$ cat src/sv/pcx_rle_palette_decoder_assert.svh
// assertion macros shared by the run-length palette decoder modules
`ifndef PCX_RLE_PALETTE_DECODER_ASSERT_SVH
`define PCX_RLE_PALETTE_DECODER_ASSERT_SVH

// same-cycle implication, sampled on i_clk, off while i_rst_n is low
`define PCX_ASSERT_NOW(lbl, ante, cons, msg) \
    lbl: assert property (@(posedge i_clk) disable iff (!i_rst_n) (ante) |-> (cons)) \
        else $error(msg);

// next-cycle implication, sampled on i_clk, off while i_rst_n is low
`define PCX_ASSERT_NEXT(lbl, ante, cons, msg) \
    lbl: assert property (@(posedge i_clk) disable iff (!i_rst_n) (ante) |=> (cons)) \
        else $error(msg);

`endif

$ cat src/sv/pcx_pkg.sv
// shared types and constants of the run-length palette decoder
package pcx_pkg;

    localparam int PAL_DEPTH = 256;
    localparam int Q_DEPTH   = 4;
    localparam int Q_PTR_W   = $clog2(Q_DEPTH);

    // input opcodes
    localparam logic [1:0] OP_PAL  = 2'd0;
    localparam logic [1:0] OP_BYTE = 2'd1;
    localparam logic [1:0] OP_END  = 2'd2;

    // result status codes
    localparam logic [1:0] STAT_PIXEL = 2'd0;
    localparam logic [1:0] STAT_DONE  = 2'd1;
    localparam logic [1:0] STAT_TRUNC = 2'd2;

    // configuration register indexes
    localparam logic [1:0] CFG_WIDTH   = 2'd0;
    localparam logic [1:0] CFG_HEIGHT  = 2'd1;
    localparam logic [1:0] CFG_STRIDE  = 2'd2;
    localparam logic [1:0] CFG_PALETTE = 2'd3;

    // command kinds passed from front to back
    localparam logic [1:0] CMD_PAL = 2'd0;
    localparam logic [1:0] CMD_RUN = 2'd1;
    localparam logic [1:0] CMD_END = 2'd2;

    // run-length code fields
    localparam logic [1:0] RUN_MARK     = 2'b11;
    localparam logic [7:0] INDEX_CLEAR  = 8'hff;
    localparam logic [7:0] ALPHA_OPAQUE = 8'hff;
    localparam logic [7:0] ALPHA_CLEAR  = 8'h00;

    typedef struct packed {
        logic [16:0] width;
        logic [16:0] height;
        logic [15:0] stride;
        logic        use_pal;
    } t_cfg;

    typedef struct packed {
        logic [1:0]  kind;
        logic [5:0]  len;
        logic [7:0]  idx;
        logic [23:0] rgb;
    } t_cmd;

    typedef struct packed {
        logic [1:0]  status;
        logic [15:0] x;
        logic [15:0] y;
        logic [23:0] rgb;
        logic [7:0]  alpha;
        logic        last;
    } t_res;

endpackage

$ cat src/sv/pcx_in_if.sv
// input channel: opcode-tagged palette writes, image bytes and end markers
interface pcx_in_if;
    logic       valid;
    logic       ready;
    logic [1:0] opcode;
    logic [7:0] data_byte;
    logic [7:0] palette_index;
    logic [7:0] palette_red;
    logic [7:0] palette_green;
    logic [7:0] palette_blue;

    modport source (
        output valid, opcode, data_byte, palette_index,
               palette_red, palette_green, palette_blue,
        input  ready
    );
    modport sink (
        input  valid, opcode, data_byte, palette_index,
               palette_red, palette_green, palette_blue,
        output ready
    );
endinterface

$ cat src/sv/pcx_front.sv
// front end: accepts input transactions and turns them into back-end commands
module pcx_front (
    input  logic            i_clk,
    input  logic            i_rst_n,
    pcx_in_if.sink          i_in,
    input  logic            i_full,
    output logic            o_push,
    output pcx_pkg::t_cmd   o_cmd
);

    logic       r_await;
    logic [5:0] r_len;
    logic       n_await;
    logic [5:0] n_len;
    logic       w_acc;

    assign i_in.ready = !i_full;
    assign w_acc      = i_in.valid && !i_full;

    // classify the accepted transaction
    always_comb begin
        n_await    = r_await;
        n_len      = r_len;
        o_push     = 1'b0;
        o_cmd.kind = pcx_pkg::CMD_PAL;
        o_cmd.len  = '0;
        o_cmd.idx  = i_in.palette_index;
        o_cmd.rgb  = {i_in.palette_red, i_in.palette_green, i_in.palette_blue};
        if (w_acc) begin
            case (i_in.opcode)
                pcx_pkg::OP_PAL: begin
                    o_push = 1'b1;
                end
                pcx_pkg::OP_BYTE: begin
                    if (r_await) begin
                        // value byte of a pending run; empty runs are dropped here
                        n_await    = 1'b0;
                        n_len      = '0;
                        o_cmd.kind = pcx_pkg::CMD_RUN;
                        o_cmd.len  = r_len;
                        o_cmd.idx  = i_in.data_byte;
                        o_push     = (r_len != '0);
                    end else if (i_in.data_byte[7:6] == pcx_pkg::RUN_MARK) begin
                        n_await = 1'b1;
                        n_len   = i_in.data_byte[5:0];
                    end else begin
                        o_cmd.kind = pcx_pkg::CMD_RUN;
                        o_cmd.len  = 6'd1;
                        o_cmd.idx  = i_in.data_byte;
                        o_push     = 1'b1;
                    end
                end
                pcx_pkg::OP_END: begin
                    n_await    = 1'b0;
                    n_len      = '0;
                    o_cmd.kind = pcx_pkg::CMD_END;
                    o_push     = 1'b1;
                end
                default: begin
                end
            endcase
        end
    end

    // run-count state
    always_ff @(posedge i_clk) begin
        if (!i_rst_n) begin
            r_await <= 1'b0;
            r_len   <= '0;
        end else begin
            r_await <= n_await;
            r_len   <= n_len;
        end
    end

endmodule

$ cat src/flat_wrapper.sv
// flat-port wrapper written by rule: the top's interface ports become plain ports
module pcx_front_flat 
  (i_clk, i_rst_n, i_full, o_push, o_cmd, i_in_valid, i_in_opcode, i_in_data_byte, i_in_palette_index, i_in_palette_red, i_in_palette_green, i_in_palette_blue, i_in_ready);
  pcx_in_if i_in_i ();
  input  logic i_clk;
  input  logic i_rst_n;
  input  logic i_full;
  output logic o_push;
  output pcx_pkg::t_cmd o_cmd;
  input wire logic [$bits(i_in_i.valid)-1:0] i_in_valid;
  input wire logic [$bits(i_in_i.opcode)-1:0] i_in_opcode;
  input wire logic [$bits(i_in_i.data_byte)-1:0] i_in_data_byte;
  input wire logic [$bits(i_in_i.palette_index)-1:0] i_in_palette_index;
  input wire logic [$bits(i_in_i.palette_red)-1:0] i_in_palette_red;
  input wire logic [$bits(i_in_i.palette_green)-1:0] i_in_palette_green;
  input wire logic [$bits(i_in_i.palette_blue)-1:0] i_in_palette_blue;
  output wire logic [$bits(i_in_i.ready)-1:0] i_in_ready;
  assign i_in_i.valid = i_in_valid;
  assign i_in_i.opcode = i_in_opcode;
  assign i_in_i.data_byte = i_in_data_byte;
  assign i_in_i.palette_index = i_in_palette_index;
  assign i_in_i.palette_red = i_in_palette_red;
  assign i_in_i.palette_green = i_in_palette_green;
  assign i_in_i.palette_blue = i_in_palette_blue;
  assign i_in_ready = i_in_i.ready;
  pcx_front u_core (.i_clk(i_clk), .i_rst_n(i_rst_n), .i_in(i_in_i), .i_full(i_full), .o_push(o_push), .o_cmd(o_cmd));
endmodule
$ cat config.mk
export PLATFORM = sky130hd
export DESIGN_NAME = pcx_front_flat
export DESIGN_NICKNAME = d
export VERILOG_FILES = /design/src/sv/pcx_rle_palette_decoder_assert.svh /design/src/sv/pcx_pkg.sv /design/src/sv/pcx_in_if.sv /design/src/sv/pcx_front.sv /design/src/flat_wrapper.sv
export SDC_FILE = /design/constraint.sdc
export NUM_CORES = 1
export LEC_CHECK = 0
export ABC_CLOCK_PERIOD_IN_PS = 1200
export BUFFER_PORTS_ARGS = -buffer_cell sky130_fd_sc_hd__buf_2
export CAP_MARGIN = 15
export CORE_MARGIN = 2
export CORE_UTILIZATION = 25
export DETAILED_ROUTE_END_ITERATION = 8
export GPL_TIMING_DRIVEN = 0
export PLACE_DENSITY = 0.71
export SLEW_MARGIN = 15
export SYNTH_ARGS = -nofsm -noshare
export SYNTH_HDL_FRONTEND = slang
export SYNTH_SLANG_ARGS = --single-unit
$ cat constraint.sdc
create_clock -name i_clk -period 1.2 [get_ports i_clk]
set_input_delay 0.06 -clock i_clk [delete_from_list [all_inputs] [get_ports i_clk]]
set_output_delay 0.06 -clock i_clk [all_outputs]
set_load 0.02 [all_outputs]
=== Word-level counts from Yosys, hierarchy flattened ===
Index checks and enable logic that the tools add are counted.

* Equal/unequal tests: 4
* Reductions and logical operators: 8
* Multiplexer cells: 15

{| class="wikitable"
|+ Operators by type and width
! kind !! count
|-
| $mux 16 || 2
|-
| $mux 15 || 1
|-
| $mux 14 || 1
|-
| $mux 6 || 2
|-
| $pmux 6 s2 || 1
|-
| $reduce_bool 6->1 || 1
|-
| $mux 1 || 5
|-
| $eq 2x2->1 const B || 2
|-
| $pmux 1 s2 || 2
|-
| $pmux 2 s2 || 1
|-
| $ne 3x1->1 const B || 1
|-
| $reduce_and 3->1 || 1
|-
| $eq 2x1->1 const B || 1
|-
| $logic_not 2->1 || 1
|-
| $reduce_and 2->1 || 1
|-
| $reduce_bool 2->1 || 1
|-
| $reduce_or 2->1 || 1
|-
| $logic_and 1x1->1 || 1
|-
| $logic_not 1->1 || 1
|}

* Logic and storage cells: 29
* Input bits: 46
* Register bits after elaboration: 7

=== Depth between registers and ports, before layout ===
* Depth in word-level cells: 5
* Mapped depth: 6

=== Worst setup path after synthesis ===
OpenSTA, ideal clock, no wires.

* Kind: register to output
* From: reg u_core.r_await
* To: out o_push
* Cell stages (with the launch flop): 5
* Slack: -44 ps
* Required time: 1,140 ps
* Buffers on the path: 1
* Data arrival time: 1,184 ps
* Cells stage by stage: dfxtp_1 inv_2 a21o_1 buf_6 o22ai_1

* Word-level cells in the longest chain between the ends: 3

{| class="wikitable"
|+ Ends and longest elaborated chain
! element !! RTL line !! source
|-
| from (decl) || pcx_front.sv:11 || <nowiki>logic r_await;</nowiki>
|-
| from (signal assigned) || pcx_front.sv:71 || <nowiki>r_await <= n_await;</nowiki>
|-
| $mux 1 || pcx_front.sv:35 || <nowiki>if (r_await) begin</nowiki>
|-
| $pmux 1 s2 || pcx_front.sv:30 || <nowiki>case (i_in.opcode)</nowiki>
|-
| $mux 1 || pcx_front.sv:29 || <nowiki>if (w_acc) begin</nowiki>
|-
| to (decl) || flat_wrapper.sv:8 || <nowiki>output logic o_push;</nowiki>
|}

Every way passes these cells.

==> run_results.csv <==
group,metric,value,unit
status,run_status,"complete, but fails checks",
status,violations,"setup timing",
min_path,hp-start,"i_in_data_byte[5]",
detailed_routing,drtIter0Drc,7,
clock_network,clockBufferDepth,2,
worst_setup_path,cp.arrival,1400,ps
worst_setup_path,path_cells,"inv_4 > a21o_1 > buf_6 > mux2_4 > buf_6",
yosys,synth-async-reset-ratio,0,%
grt,grt_overflow,0,
grt,grt_pass1_vias,743,
placed_design,place_area,1180,µm²
layout,stdcell_count,215,
layout,nFillCells,325,
clock_network,cts_tree,"built",
worst_setup_path,cp_max_fo,5,
timing,rsz0062_at_grt,"yes",
worst_setup_path,start_kind,"register",
yosys,ys_warn_count,0,
layout,mostFrequentLayoutCell,"buf_2",
placed_design,post-dp-hpwl,1620,µm
clock_network,htree_levels,1,
floorplan,die_y,60.6,µm
worst_setup_path,slowest_delay,360,ps
layout,antenna_cells,0,
placed_design,routabilityCongestion,0.684,
clock_network,clockRootBuffer,"clkbuf_4",
worst_setup_path,crit_buf_inv,3,
detailed_routing,routedWlPerCell,9.85,µm
yosys,synth.distinct_cells,25,
timing,finClkSkew,7.92,ps
power_and_ir_drop,pwr-share-comb,46.8,%
power_and_ir_drop,power,0.000877,W
power_and_ir_drop,p_int,0.000579,W
detailed_routing,drtAntennaViolNets,0,
floorplan,die_x,60.6,µm
yosys,syn_avg_cell_area,8.44,µm²
floorplan,ioPinCount,88,
placed_design,portBuffers,63,
timing,max_slew_margin,69.2,%
clock_network,clk_pin_slew,60,ps
grt,antenna_found_initial,0,
worst_setup_path,required,1140,ps
timing,layout_worst_path_cycle_share,122,%
worst_setup_path,critPathTopFamily,"flip-flops",
flow_run,cap_violations,0,
layout,multiInputGateArea,508,µm²
power_and_ir_drop,pwr_density_cell,610,nW/µm²
power_and_ir_drop,p_leak,0.785,nW
layout,drive_gt1_share,69.0,%
timing,hold_viol,0,
yosys,synthCells,95,
timing,timing.fmax,685,MHz
yosys,syn-cell-area,802,µm²
worst_setup_path,worstSetupStartpoint,"u_core.r_await",
detailed_routing,drt-total-wl,2120,µm
yosys,yosys_most_used_dff,"dfxtp_1",
clock_network,insertion_delay,260,ps
power_and_ir_drop,peakVddDrop,329,µV
layout,regArea,145,µm²
timing,slew_violations,0,
min_path,min_path_type,"primary input to register",
timing,fin_ws,-261,ps
layout,post-route-cell-area,1440,µm²
timing,fin_tns_setup,-2480,ps
floorplan,die_area,3680,µm²
worst_setup_path,end_kind,"output port",
timing,fin_crit,1460,ps
layout,fin_nets,222,
power_and_ir_drop,swShare,34.0,%
yosys,synth-seq-cells,7,
grt,grt_max_degree,9,
clock_network,cts.sinks,7,
power_and_ir_drop,pwr-share-clk,25.3,%
worst_setup_path,r2r_start,"u_core.r_await",
clock_network,cts_buffers,3,
layout,syn_to_final_growth,79.4,%
yosys,yosysSeqAreaShare,17.5,%
worst_setup_path,crit_top_cell,"buf_6",
floorplan,coreArea,3050,µm²
power_and_ir_drop,p_switching,0.000298,W
detailed_routing,drc,0,
floorplan,initial_utilization,26.3,%
power_and_ir_drop,seqPwrFrac,27.9,%
floorplan,rows,20,
placed_design,place_inst,202,
timing,tightest_slew,462,ps
grt,grt_pass1_wl,3260,µm
timing,setup_viol,16,
worst_setup_path,slowest_stage,"dfxtp_4",
yosys,synth_edf_count,0,
detailed_routing,vias,864,
grt,grt_usage,11.9,%
detailed_routing,first_pass_iters,4,
worst_setup_path,path_class,"register to output port",
layout,final_cell_mix,"buf_2 (47), buf_4 (35), buf_6 (14)",
yosys,synth.net_count,145,
detailed_routing,vias_per_cell,4.02,
layout make-up:
| cell class | instances | share of cell area (%) |
|---|---|---|
| inverter | 7 | 2.00 |
| timing repair buffer | 72 | 33.7 |
| sequential | 7 | 10.1 |
| buffer | 25 | 13.3 |
| clock buffer | 4 | 1.83 |
| tap | 44 | 3.83 |
| multi-input combinational | 56 | 35.3 |
cells in the mapped netlist, drive strengths merged (2+ instances only):
cell type | count | area, µm²
a21oi | 3 | 15.0
nor2 | 2 | 7.51
buf | 25 | 191
mux2 | 6 | 90.1
inv | 7 | 26.3
nand2 | 12 | 45.0
mux2i | 6 | 60.1
a21o | 3 | 22.5
ha | 4 | 50.1
o22a | 2 | 17.5
dfxtp | 7 | 140
and2 | 7 | 43.8
final timing paths:
path                                        end  slack [ps]  cells past startpoint
worst max-delay path                  o_cmd[26]        -260                      5
worst min-delay path            u_core.r_len[5]          50                      3
worst max register to register  u_core.r_len[3]          20                      4
worst min register to register  u_core.r_len[4]         470                      2
logic make-up (layout without fill, tap and decap cells):
family | after synthesis | after routing | share of synthesized area (%)
multiplexers | 12 | 12 | 18.7
adder cells (fa/ha/maj) | 4 | 4 | 6.24
AO/OA/AOI/OAI | 12 | 12 | 12.5
AND/OR/NAND/NOR | 28 | 28 | 17.9
flip-flops | 7 | 7 | 17.5
buffers and inverters | 32 | 108 | 27.1
sequential cells by signal (all words and copies together) (netlist names):
register / flops
u_core.r_await: 1
u_core.r_len: 6
power groups by stage:
stage | registers, W | clock network (W) | logic (W)
final | 0.000245 | 0.000222 | 0.000410
after global routing | 0.000245 | 0.000247 | 0.000440
after CTS | 0.000244 | 0.000225 | 0.000412
after detailed placement | 0.000250 | 0 | 0.000351
after global placement | 0.000250 | 0 | 0.000348
after floorplan | 0.000249 | 0 | 0.000240
layer usage:
layer	share of wire (%)	vias to the layer above	wire, µm	track usage, %
met5	0	-	0	0
met3	9.0	0	190	4.69
met4	0	0	0	0.932
met1	38	376	814	13.6
li1	-	448	-	-
met2	53	40	1110	21.8
what timing repair did:
action,in CTS,in global routing
pin swaps,7,1
hold buffers,0,0
setup buffers,8,0
setup endpoints to repair,22,19
resized for setup,44,0
cloned,1,0
stage by stage:
stage / util, % / hold slack [ps] / setup slack (ps)
floorplan: - / 197 / -9.42
detailed placement: 38.7 / 323 / -273
global placement: 38.7 / 320 / -272
CTS: 47.1 / 49.9 / -270
finish: 47.1 / 46.0 / -261
global route: 47.1 / 43.3 / -312
tightest hold or removal path, cell delays in order:
cell	delay, ps
buf_2	100
nand2_1	50
mux2i_1	50
Power figures use the tool's default switching activity.
