===== src/sv/pcx_rle_palette_decoder_assert.svh =====
// assertion macros shared by the run-length palette decoder modules
`ifndef PCX_RLE_PALETTE_DECODER_ASSERT_SVH
`define PCX_RLE_PALETTE_DECODER_ASSERT_SVH

// same-cycle implication, sampled on i_clk, off while i_rst_n is low
`define PCX_ASSERT_NOW(lbl, ante, cons, msg) \
    lbl: assert property (@(posedge i_clk) disable iff (!i_rst_n) (ante) |-> (cons)) \
        else $error(msg);

// next-cycle implication, sampled on i_clk, off while i_rst_n is low
`define PCX_ASSERT_NEXT(lbl, ante, cons, msg) \
    lbl: assert property (@(posedge i_clk) disable iff (!i_rst_n) (ante) |=> (cons)) \
        else $error(msg);

`endif


===== src/sv/pcx_pkg.sv =====
// shared types and constants of the run-length palette decoder
package pcx_pkg;

    localparam int PAL_DEPTH = 256;
    localparam int Q_DEPTH   = 4;
    localparam int Q_PTR_W   = $clog2(Q_DEPTH);

    // input opcodes
    localparam logic [1:0] OP_PAL  = 2'd0;
    localparam logic [1:0] OP_BYTE = 2'd1;
    localparam logic [1:0] OP_END  = 2'd2;

    // result status codes
    localparam logic [1:0] STAT_PIXEL = 2'd0;
    localparam logic [1:0] STAT_DONE  = 2'd1;
    localparam logic [1:0] STAT_TRUNC = 2'd2;

    // configuration register indexes
    localparam logic [1:0] CFG_WIDTH   = 2'd0;
    localparam logic [1:0] CFG_HEIGHT  = 2'd1;
    localparam logic [1:0] CFG_STRIDE  = 2'd2;
    localparam logic [1:0] CFG_PALETTE = 2'd3;

    // command kinds passed from front to back
    localparam logic [1:0] CMD_PAL = 2'd0;
    localparam logic [1:0] CMD_RUN = 2'd1;
    localparam logic [1:0] CMD_END = 2'd2;

    // run-length code fields
    localparam logic [1:0] RUN_MARK     = 2'b11;
    localparam logic [7:0] INDEX_CLEAR  = 8'hff;
    localparam logic [7:0] ALPHA_OPAQUE = 8'hff;
    localparam logic [7:0] ALPHA_CLEAR  = 8'h00;

    typedef struct packed {
        logic [16:0] width;
        logic [16:0] height;
        logic [15:0] stride;
        logic        use_pal;
    } t_cfg;

    typedef struct packed {
        logic [1:0]  kind;
        logic [5:0]  len;
        logic [7:0]  idx;
        logic [23:0] rgb;
    } t_cmd;

    typedef struct packed {
        logic [1:0]  status;
        logic [15:0] x;
        logic [15:0] y;
        logic [23:0] rgb;
        logic [7:0]  alpha;
        logic        last;
    } t_res;

endpackage


===== src/sv/pcx_queue.sv =====
// short command queue between front and back ends
`include "pcx_rle_palette_decoder_assert.svh"
module pcx_queue (
    input  logic            i_clk,
    input  logic            i_rst_n,
    input  logic            i_push,
    input  pcx_pkg::t_cmd   i_cmd,
    output logic            o_full,
    input  logic            i_pop,
    output pcx_pkg::t_cmd   o_cmd,
    output logic            o_empty
);

    pcx_pkg::t_cmd                r_mem [pcx_pkg::Q_DEPTH];
    logic [pcx_pkg::Q_PTR_W-1:0] r_wr;
    logic [pcx_pkg::Q_PTR_W-1:0] r_rd;
    logic [pcx_pkg::Q_PTR_W:0]   r_cnt;

    assign o_full  = (r_cnt == (pcx_pkg::Q_PTR_W + 1)'(pcx_pkg::Q_DEPTH));
    assign o_empty = (r_cnt == '0);
    assign o_cmd   = r_mem[r_rd];

    // storage
    always_ff @(posedge i_clk) begin
        if (i_push) begin
            r_mem[r_wr] <= i_cmd;
        end
    end

    // pointers and fill count
    always_ff @(posedge i_clk) begin
        if (!i_rst_n) begin
            r_wr  <= '0;
            r_rd  <= '0;
            r_cnt <= '0;
        end else begin
            if (i_push) begin
                r_wr <= r_wr + 1'b1;
            end
            if (i_pop) begin
                r_rd <= r_rd + 1'b1;
            end
            if (i_push && !i_pop) begin
                r_cnt <= r_cnt + 1'b1;
            end else if (i_pop && !i_push) begin
                r_cnt <= r_cnt - 1'b1;
            end
        end
    end

    `PCX_ASSERT_NOW(a_cnt_bound, 1'b1, r_cnt <= (pcx_pkg::Q_PTR_W + 1)'(pcx_pkg::Q_DEPTH), "queue count overflow")
    `PCX_ASSERT_NOW(a_no_empty_pop, i_pop, !o_empty, "queue popped while empty")

endmodule


===== config.mk =====
export PLATFORM = sky130hd
export DESIGN_NAME = pcx_queue
export DESIGN_NICKNAME = d
export VERILOG_FILES = /design/src/sv/pcx_pkg.sv /design/src/sv/pcx_queue.sv
export VERILOG_INCLUDE_DIRS = /design/src /design/src/sv
export SDC_FILE = /design/constraint.sdc
export NUM_CORES = 1
export LEC_CHECK = 0
export ABC_AREA = 1
export ABC_CLOCK_PERIOD_IN_PS = 2400
export BUFFER_PORTS_ARGS = -buffer_cell sky130_fd_sc_hd__buf_2
export CORE_MARGIN = 2
export CORE_UTILIZATION = 33
export DETAILED_ROUTE_END_ITERATION = 16
export PLACE_DENSITY = 0.54
export SYNTH_ARGS = -nofsm -noshare
export SYNTH_HDL_FRONTEND = slang
export SYNTH_SLANG_ARGS = --single-unit

===== constraint.sdc =====
create_clock -name i_clk -period 2.4 [get_ports i_clk]
set_input_delay 0.36 -clock i_clk [delete_from_list [all_inputs] [get_ports i_clk]]
set_output_delay 0.36 -clock i_clk [all_outputs]
set_load 0.01 [all_outputs]

=== After elaboration in Yosys (flattened, before gate mapping) ===
Memory sizes are Yosys's and may differ from the RTL's. A register that Yosys moved wholly into a read port is not among the register bits.
Cells that the tools add are included.

* Equal/unequal tests: 1
* Add/subtract/negate cells: 4
* Mux-type cells: 6
* Reductions and logical operators: 6

{| class="wikitable"
|+ Operators with widths
! operator !! count
|-
| 2-to-1 mux 3 bit || 2
|-
| adder 2 x 1 -> 2 bit, second input constant || 2
|-
| 2-to-1 mux 2 bit || 2
|-
| adder 3 x 1 -> 3 bit, second input constant || 1
|-
| == test 3 bit, second input constant || 1
|-
| zero test 3 bit || 1
|-
| subtractor 3 x 1 -> 3 bit, second input constant || 1
|-
| logical AND 1 bit || 2
|-
| zero test 1 bit || 2
|-
| 2-to-1 mux 1 bit || 2
|-
| nonzero test 2 bit || 1
|}

* RAM bits: 160
* Memories: 1
* Output and inout bits: 42
* Input port bits: 44
* Register bits: 7

{| class="wikitable"
|+ Memories
! name !! depth !! bits a word !! rd ports !! clocked after memory_dff !! write ports !! RTL line !! source
|-
| r_mem || 4 || 40 || 1 || 1 || 1 || pcx_queue.sv:14 || <nowiki>pcx_pkg::t_cmd r_mem [pcx_pkg::Q_DEPTH];</nowiki>
|}

=== Depth between registers and ports, before layout ===
Gate-level depths: netlist of the first run.

* Word-level depth: 4
* Depth in mapped cells: 10

=== Least setup slack after synthesis of the first run ===
Ideal clock, no wire load.

* Kind: register to register
* Start: reg r_wr[0] (netlist bit)
* End: mem r_mem[2][0] (netlist bit) (enable)
* Cell stages (with the launch flop): 5
* Setup time: 0.395 ns
* Data arrival time: 1.375 ns
* Setup slack: 0.631 ns
* Cell sequence: dfxtp_1 > inv_1 > ha_1 > nand2_1 > inv_1

{| class="wikitable"
|+ RTL lines
! element !! RTL line !! source
|-
| start, declared || pcx_queue.sv:15 || <nowiki>logic [pcx_pkg::Q_PTR_W-1:0] r_wr;</nowiki>
|-
| start signal, assigned || pcx_queue.sv:38 || <nowiki>r_wr <= r_wr + 1'b1;</nowiki>
|-
| end, declared || pcx_queue.sv:14 ||
|}

Straight into the memory's write port.

==> summary.txt, run 1 <==
Synthesis
  • Synthesis-stage register bit count: roughly 170
  • Synth area leaders: edfxtp_1 (74%), nor2_1 (4.9%), o22ai_1 (3.9%)
  • Ys Warns: 0
  • Synth cell types: 21
  • Post-synth top area cell: edfxtp_1
  • Seq/Total Area, Yosys: 0.768
  • Mapped cell area: about 6500 um^2
  • Mean Syn Cell Area: 14.6 um^2
  • Top-area cell type share of the netlist area: 0.740
  • Cells after synthesis: ~450
  • Syn Nets: between 400 and 500

Place
  • DP HPWL: approximately 8000 um
  • Routability Congestion: roughly 0.69
  • Count of buffers from port buffering: 85
  • Dpl cell area: a little over 7000 um^2
  • Dpl ws: about 0.55 ns

Die
  • Row count: between 50 and 60
  • Die Wd: around 140 um
  • Initial Util: 0.335
  • Die area: around 21000 um^2
  • # IOs: 86
  • Die H: 144 um
  • Core Area: 19400 um^2

Critical path
  • Critical path fanouts, max: 40
  • Crit path kind: register to output port
  • Startpoint types: register
  • CP max stage cell: buf_4
  • CP endpoint kind: output port
  • Crit path DAT: between 1.5 and 2 ns
  • Buf/Inv on CP: 2
  • WP data required: 2.04 ns
  • Largest delay contributor family on the critical path: buffers and inverters
  • Worst path cell trace: buf_4, o21ai_0, o22ai_1, buf_2
  • Worst path max stage delay: between 0.3 and 0.4 ns

Global routing
  • GR Overflow Total: 0
  • Largest net degree at the start of global routing: slightly above 80
  • Vias in the first global route: ~3800
  • First-pass GRT wire length: approximately 21000 um
  • Overall Global Routing Usage: 0.137
  • Initial antenna violation count: 2

Power
  • Net Sw Power: roughly 1.5 mW
  • Peak supply drop: around 0.00044 V
  • Flop pwr share: 0.501
  • Pwr dens: 879 nW/um^2
  • Leak Pwr: about 2.7 nW
  • Switching Fraction: 0.220
  • Internal cell power: between 5 and 6 mW
  • Gate power share: 0.090
  • Clock Power Share: 0.410

Detailed routing
  • Initial DRC count: between 200 and 250
  • Post-route ant nets: 0
  • Routed wire length per instance: roughly 17 um
  • TritonRoute pass-1 iters: 4
  • Vias: between 3000 and 4000
  • DRC: 0
  • Routed WL: 13900 um
  • Drt via density: approximately 4.7

STA
  • Timing-limited maximum frequency: roughly 460 MHz
  • Period Utilization, post-route: 0.907
  • Fin. max-slew vios: 0
  • Worst Max-Slew Pin Slew: 0.551 ns
  • Setup_tns: 0 ns
  • Final WS setup: 0.223 ns
  • Endpoints failing setup: 0
  • Min Hold Slack: ~0.16 ns
  • Minimum clock period: about 2.2 ns
  • RSZ-0062 raised after global routing: false
  • Hold Vio Cnt, Final: 0
  • Worst rel slew slack: 0.632
  • Clk_skew: 0.00552 ns

Cells and area
  • Layout cells sized above 1: 0.242
  • Net count of the finished layout: 583
  • Final instance area: about 7700 um^2
  • Most frequent cells in the layout: edfxtp_1 (160), nor2_1 (85), buf_2 (85)
  • Most common cell after layout, fill and taps aside: edfxtp_1
  • Area Overhead vs Synth: 19.3%

Clock network
  • Later-pin clock latency in the skew report: roughly 0.41 ns
  • Hold-fix buffers at CTS: 0
  • Clk pin slew, worst setup/hold paths: approximately 0.070 ns
  • CTS tree: yes
  • Root Buffer: clkbuf_16
  • Clock Tree Buf Depth: 2
  • Total clock sinks: around 170
  • Inserted Clock Buffers: 17
  • H-tree levels: 4

Worst hold path
  • HP Class: input pin to register

Run status
  • Status: finished clean

Run
  • MaxCap Viol Count: 0
[repair_timing]
item / 4_1_cts / 5_1_grt
buffers inserted: 0 / 1
resized for setup: 0 / 0
setup endpoints to repair: 0 / 8
[layout make-up]
class	instances	area, um^2
inverter	17	76.3
tap	265	332
antenna	2	5.00
timing repair buffer	94	568
clock inverter	13	178
clock buffer	19	433
sequential	169	4990
fill	1826	11700
multi-input combinational	234	1160
[cell usage after synthesis]
cell type / n
nor2_1: 85
o21ai_2: 2
o21ai_0: 46
o21ai_1: 38
buf_12: 4
edfxtp_1: 160
nand3_1: 1
buf_4: 4
nor3_1: 2
buf_6: 5
inv_1: 16
fa_1: 1
buf_8: 4
dfxtp_1: 9
nand4_1: 1
a21oi_1: 4
inv_12: 1
buf_2: 8
o22ai_1: 40
ha_1: 5
nand2_1: 9
[state kept, by name, summed over array words and instances (netlist names), named ones only]
name	count
r_mem	160
r_cnt	3
r_rd	2
r_wr	2
[through the flow]
stage               power, mW  utilization  std cells
floorplan                3.84            -        445
global placement         4.07        0.367        778
detailed placement       4.09        0.367        778
CTS                      6.87        0.398        810
global route             7.07        0.399        811
finish                   6.81        0.399        813
[worst reg2reg max path, stage by stage (launching register included)]
cell	delay (ns)
dfxtp_1	0.33
inv_1	0.12
ha_1	0.16
nand2_1	0.06
inv_2	0.38
buf_12	0.26
[final timing paths]
path | startpoint | end | slack [ns] | cells after the start
max | register | o_cmd[6] | 0.22 | 4
min | i_cmd[4] | r_mem[3][4] | 0.16 | 1
max reg2reg | r_wr[0] | r_mem[2][26] | 0.78 | 5
min reg2reg | r_rd[1] | register | 0.43 | 1
[logic make-up after synthesis]
| family | Yosys count | synth area share |
|---|---|---|
| AND/OR/NAND/NOR | 98 | 0.0576 |
| flip-flops | 169 | 0.768 |
| buffers and inverters | 42 | 0.0528 |
| adder cells (fa/ha/maj) | 6 | 0.0127 |
| AO/OA/AOI/OAI | 130 | 0.109 |
[power groups by stage]
stage	Combinational (mW)	Sequential (mW)	Clock, mW
2_1_floorplan	0.388	3.46	0
3_3_place_gp	0.595	3.48	0
3_5_place_dp	0.609	3.48	0
4_1_cts	0.611	3.42	2.84
5_1_grt	0.685	3.42	2.96
6_report	0.611	3.41	2.79
[routing by layer]
| metal | track usage | routed length, um |
|---|---|---|
| met1 | 0.172 | 6340 |
| met2 | 0.224 | 6750 |
| met3 | 0.0457 | 686 |
| met4 | 0.0429 | 116 |
| met5 | 0 | 0 |
(Power assumes the default switching activity.)
==> inputs of run 2 (changes only) <==
--- a/config.mk
+++ b/config.mk
@@ -7,10 +7,10 @@
 export NUM_CORES = 1
 export LEC_CHECK = 0
 export ABC_AREA = 1
-export ABC_CLOCK_PERIOD_IN_PS = 2400
 export BUFFER_PORTS_ARGS = -buffer_cell sky130_fd_sc_hd__buf_2
 export CORE_MARGIN = 2
 export CORE_UTILIZATION = 33
+export CTS_BUF_LIST = sky130_fd_sc_hd__clkbuf_4 sky130_fd_sc_hd__clkbuf_8 sky130_fd_sc_hd__clkbuf_16
 export DETAILED_ROUTE_END_ITERATION = 16
 export PLACE_DENSITY = 0.54
 export SYNTH_ARGS = -nofsm -noshare
==> run 2 against run 1 <==
Effect of this change: sequential share of layout area decreased by 0.062 points; clock power hardly changed; non-clock buffer count unchanged; maximum frequency shrank 0.39%; count of clock-buffer cells in the layout is the same; cell count did not move; first-iteration DRC count is 0.86% higher; largest cell class unchanged; critical path type unchanged; via count is 0.39% higher; cell area is essentially flat; core utilization hardly changed; highest routed layer unchanged.
==> summary.txt, run 2 (same netlist as run 1, synthesis figures left out) <==
Die
  • Die area: roughly 21000 um^2
  • Die Wd: roughly 140 um
  • Row count: 51
  • Initial Util: 0.335
  • Die H: between 100 and 150 um
  • # IOs: 86
  • Core Area: just under 20000 um^2

Clock network
  • Later-pin clock latency in the skew report: ~0.41 ns
  • Post-cts sizing count: 0
  • H-tree levels: 4
  • Clk pin slew, worst setup/hold paths: 0.07 ns
  • Inserted Clock Buffers: 17
  • Root Buffer: clkbuf_16
  • CTS tree: yes
  • Total clock sinks: 169
  • Clock Tree Buf Depth: 2

Detailed routing
  • Routed WL: approximately 14000 um
  • Vias: between 3000 and 4000
  • Post-route ant nets: 0
  • DRC: 0
  • Routed wire length per instance: 17.2 um
  • Drt via density: between 4 and 5
  • TritonRoute pass-1 iters: 4
  • Initial DRC count: between 200 and 250

STA
  • Fin. max-slew vios: 0
  • Clk_skew: roughly 0.0077 ns
  • Endpoints failing setup: 0
  • Worst Max-Slew Pin Slew: 0.548 ns
  • Minimum clock period: approximately 2.2 ns
  • Period Utilization, post-route: 0.910
  • Timing-limited maximum frequency: 458 MHz
  • RSZ-0062 raised after global routing: false
  • Worst rel slew slack: 0.634
  • Setup_tns: 0 ns
  • Min Hold Slack: ~0.15 ns
  • Hold Vio Cnt, Final: 0

Global routing
  • Met2 GRT Util: 0.224
  • Met3 global-route usage: 0.0457
  • First-pass GRT wire length: 20900 um
  • Largest net degree at the start of global routing: 81
  • Routing usage on met1: 0.172
  • Vias in the first global route: around 3800
  • Busiest grt layer: met2
  • Initial antenna violation count: 2
  • GR Overflow Total: 0
  • Overall Global Routing Usage: 0.137

Place
  • Dpl cells: ~780
  • DP HPWL: between 8000 and 9000 um
  • Routability Congestion: 0.692
  • Count of buffers from port buffering: 85

Critical path
  • Worst path max stage delay: 0.39 ns
  • WP data required: roughly 2.0 ns
  • Worst path cell trace: buf_4, o21ai_0, o22ai_1, buf_2
  • R2r worst-path depth: 5
  • CP endpoint kind: output port
  • Largest delay contributor family on the critical path: buffers and inverters
  • Startpoint types: register
  • Worst R2R Start: r_wr[0]
  • Critical path fanouts, max: 40
  • CP max stage cell: buf_4
  • Reg-to-reg slack, setup: between 0.7 and 0.8 ns
  • Buf/Inv on CP: 2
  • RR Endpoint: r_mem[2][26]
  • Crit path kind: register to output port
  • Crit path DAT: 1.83 ns

Power
  • Pwr dens: roughly 880 nW/um^2
  • Peak supply drop: roughly 0.00044 V
  • Leak Pwr: approximately 2.7 nW
  • Final Power: ~6.8 mW

Run status
  • Status: finished clean

Worst hold path
  • Min-delay src: i_cmd[4]
  • HP Class: input pin to register
  • Hold Path Depth: 1
  • Hold Path End: r_mem[3][4]

Cells and area
  • Most frequent cells in the layout: edfxtp_1 (160), nor2_1 (85), buf_2 (85)
  • Largest register FFs: 160
  • Largest register by flop count: r_mem
  • Layout fillers: 1822
  • FF/Latch Area: 4990 um^2
  • Largest registers: r_mem (160), r_cnt (3)
  • Non-filler instance count after layout: just over 800
  • Layout cells sized above 1: 0.245
  • Footprint of the multi-input gates: between 1000 and 1500 um^2
  • Most common cell after layout, fill and taps aside: edfxtp_1
  • Net count of the finished layout: between 500 and 600
  • Area Overhead vs Synth: 19.4%

Run
  • MaxCap Viol Count: 0
run 2: cell counts in the layout (fill, tap and decap cells not counted):
No cell type changed its count.
run 2: worst max path at each step:
stage,from,end,cells after the start
floorplan,r_wr[0],r_mem[2][0],4
global placement,register,o_cmd[27],4
detailed placement,register,o_cmd[27],4
CTS,register,o_cmd[27],4
global route,register,o_cmd[6],4
finish,register,o_cmd[6],4
run 2: where the power goes:
| group | switching [mW] | leakage (nW) | internal [mW] | total (mW) |
|---|---|---|---|---|
| clock | 1.06 | 0.305 | 1.76 | 2.82 |
| combinational | 0.398 | 0.892 | 0.214 | 0.612 |
| sequential | 0.0486 | 1.55 | 3.36 | 3.41 |
run 2: per-stage QoR:
step / util / cell area (um^2) / setup slack, ns
2_1_floorplan: - / 6490 / 0.631
3_3_place_gp: 0.367 / 7110 / 0.539
3_5_place_dp: 0.367 / 7110 / 0.547
4_1_cts: 0.398 / 7730 / 0.0954
5_1_grt: 0.399 / 7750 / 0.0941
6_report: 0.400 / 7750 / 0.215
run 2: metal layers:
layer	part of all wire	wire length (um)
met1	0.45	6320
met3	0.051	715
met4	0.0066	92
met2	0.49	6860
met5	0	0
run 2: timing repair:
item,in CTS,in global routing
endpoints found under the setup margin,0,8
hold buffers,0,0
setup buffers,0,1
run 2: final cells by class:
type | count | share of cell area
diodes | 2 | 0.000645
clock buffers | 19 | 0.0568
clock inverters | 13 | 0.0229
inverters | 17 | 0.00984
multi-input cells | 234 | 0.150
flip-flops and latches | 169 | 0.644
well taps | 265 | 0.0428
repair buffers | 94 | 0.0733
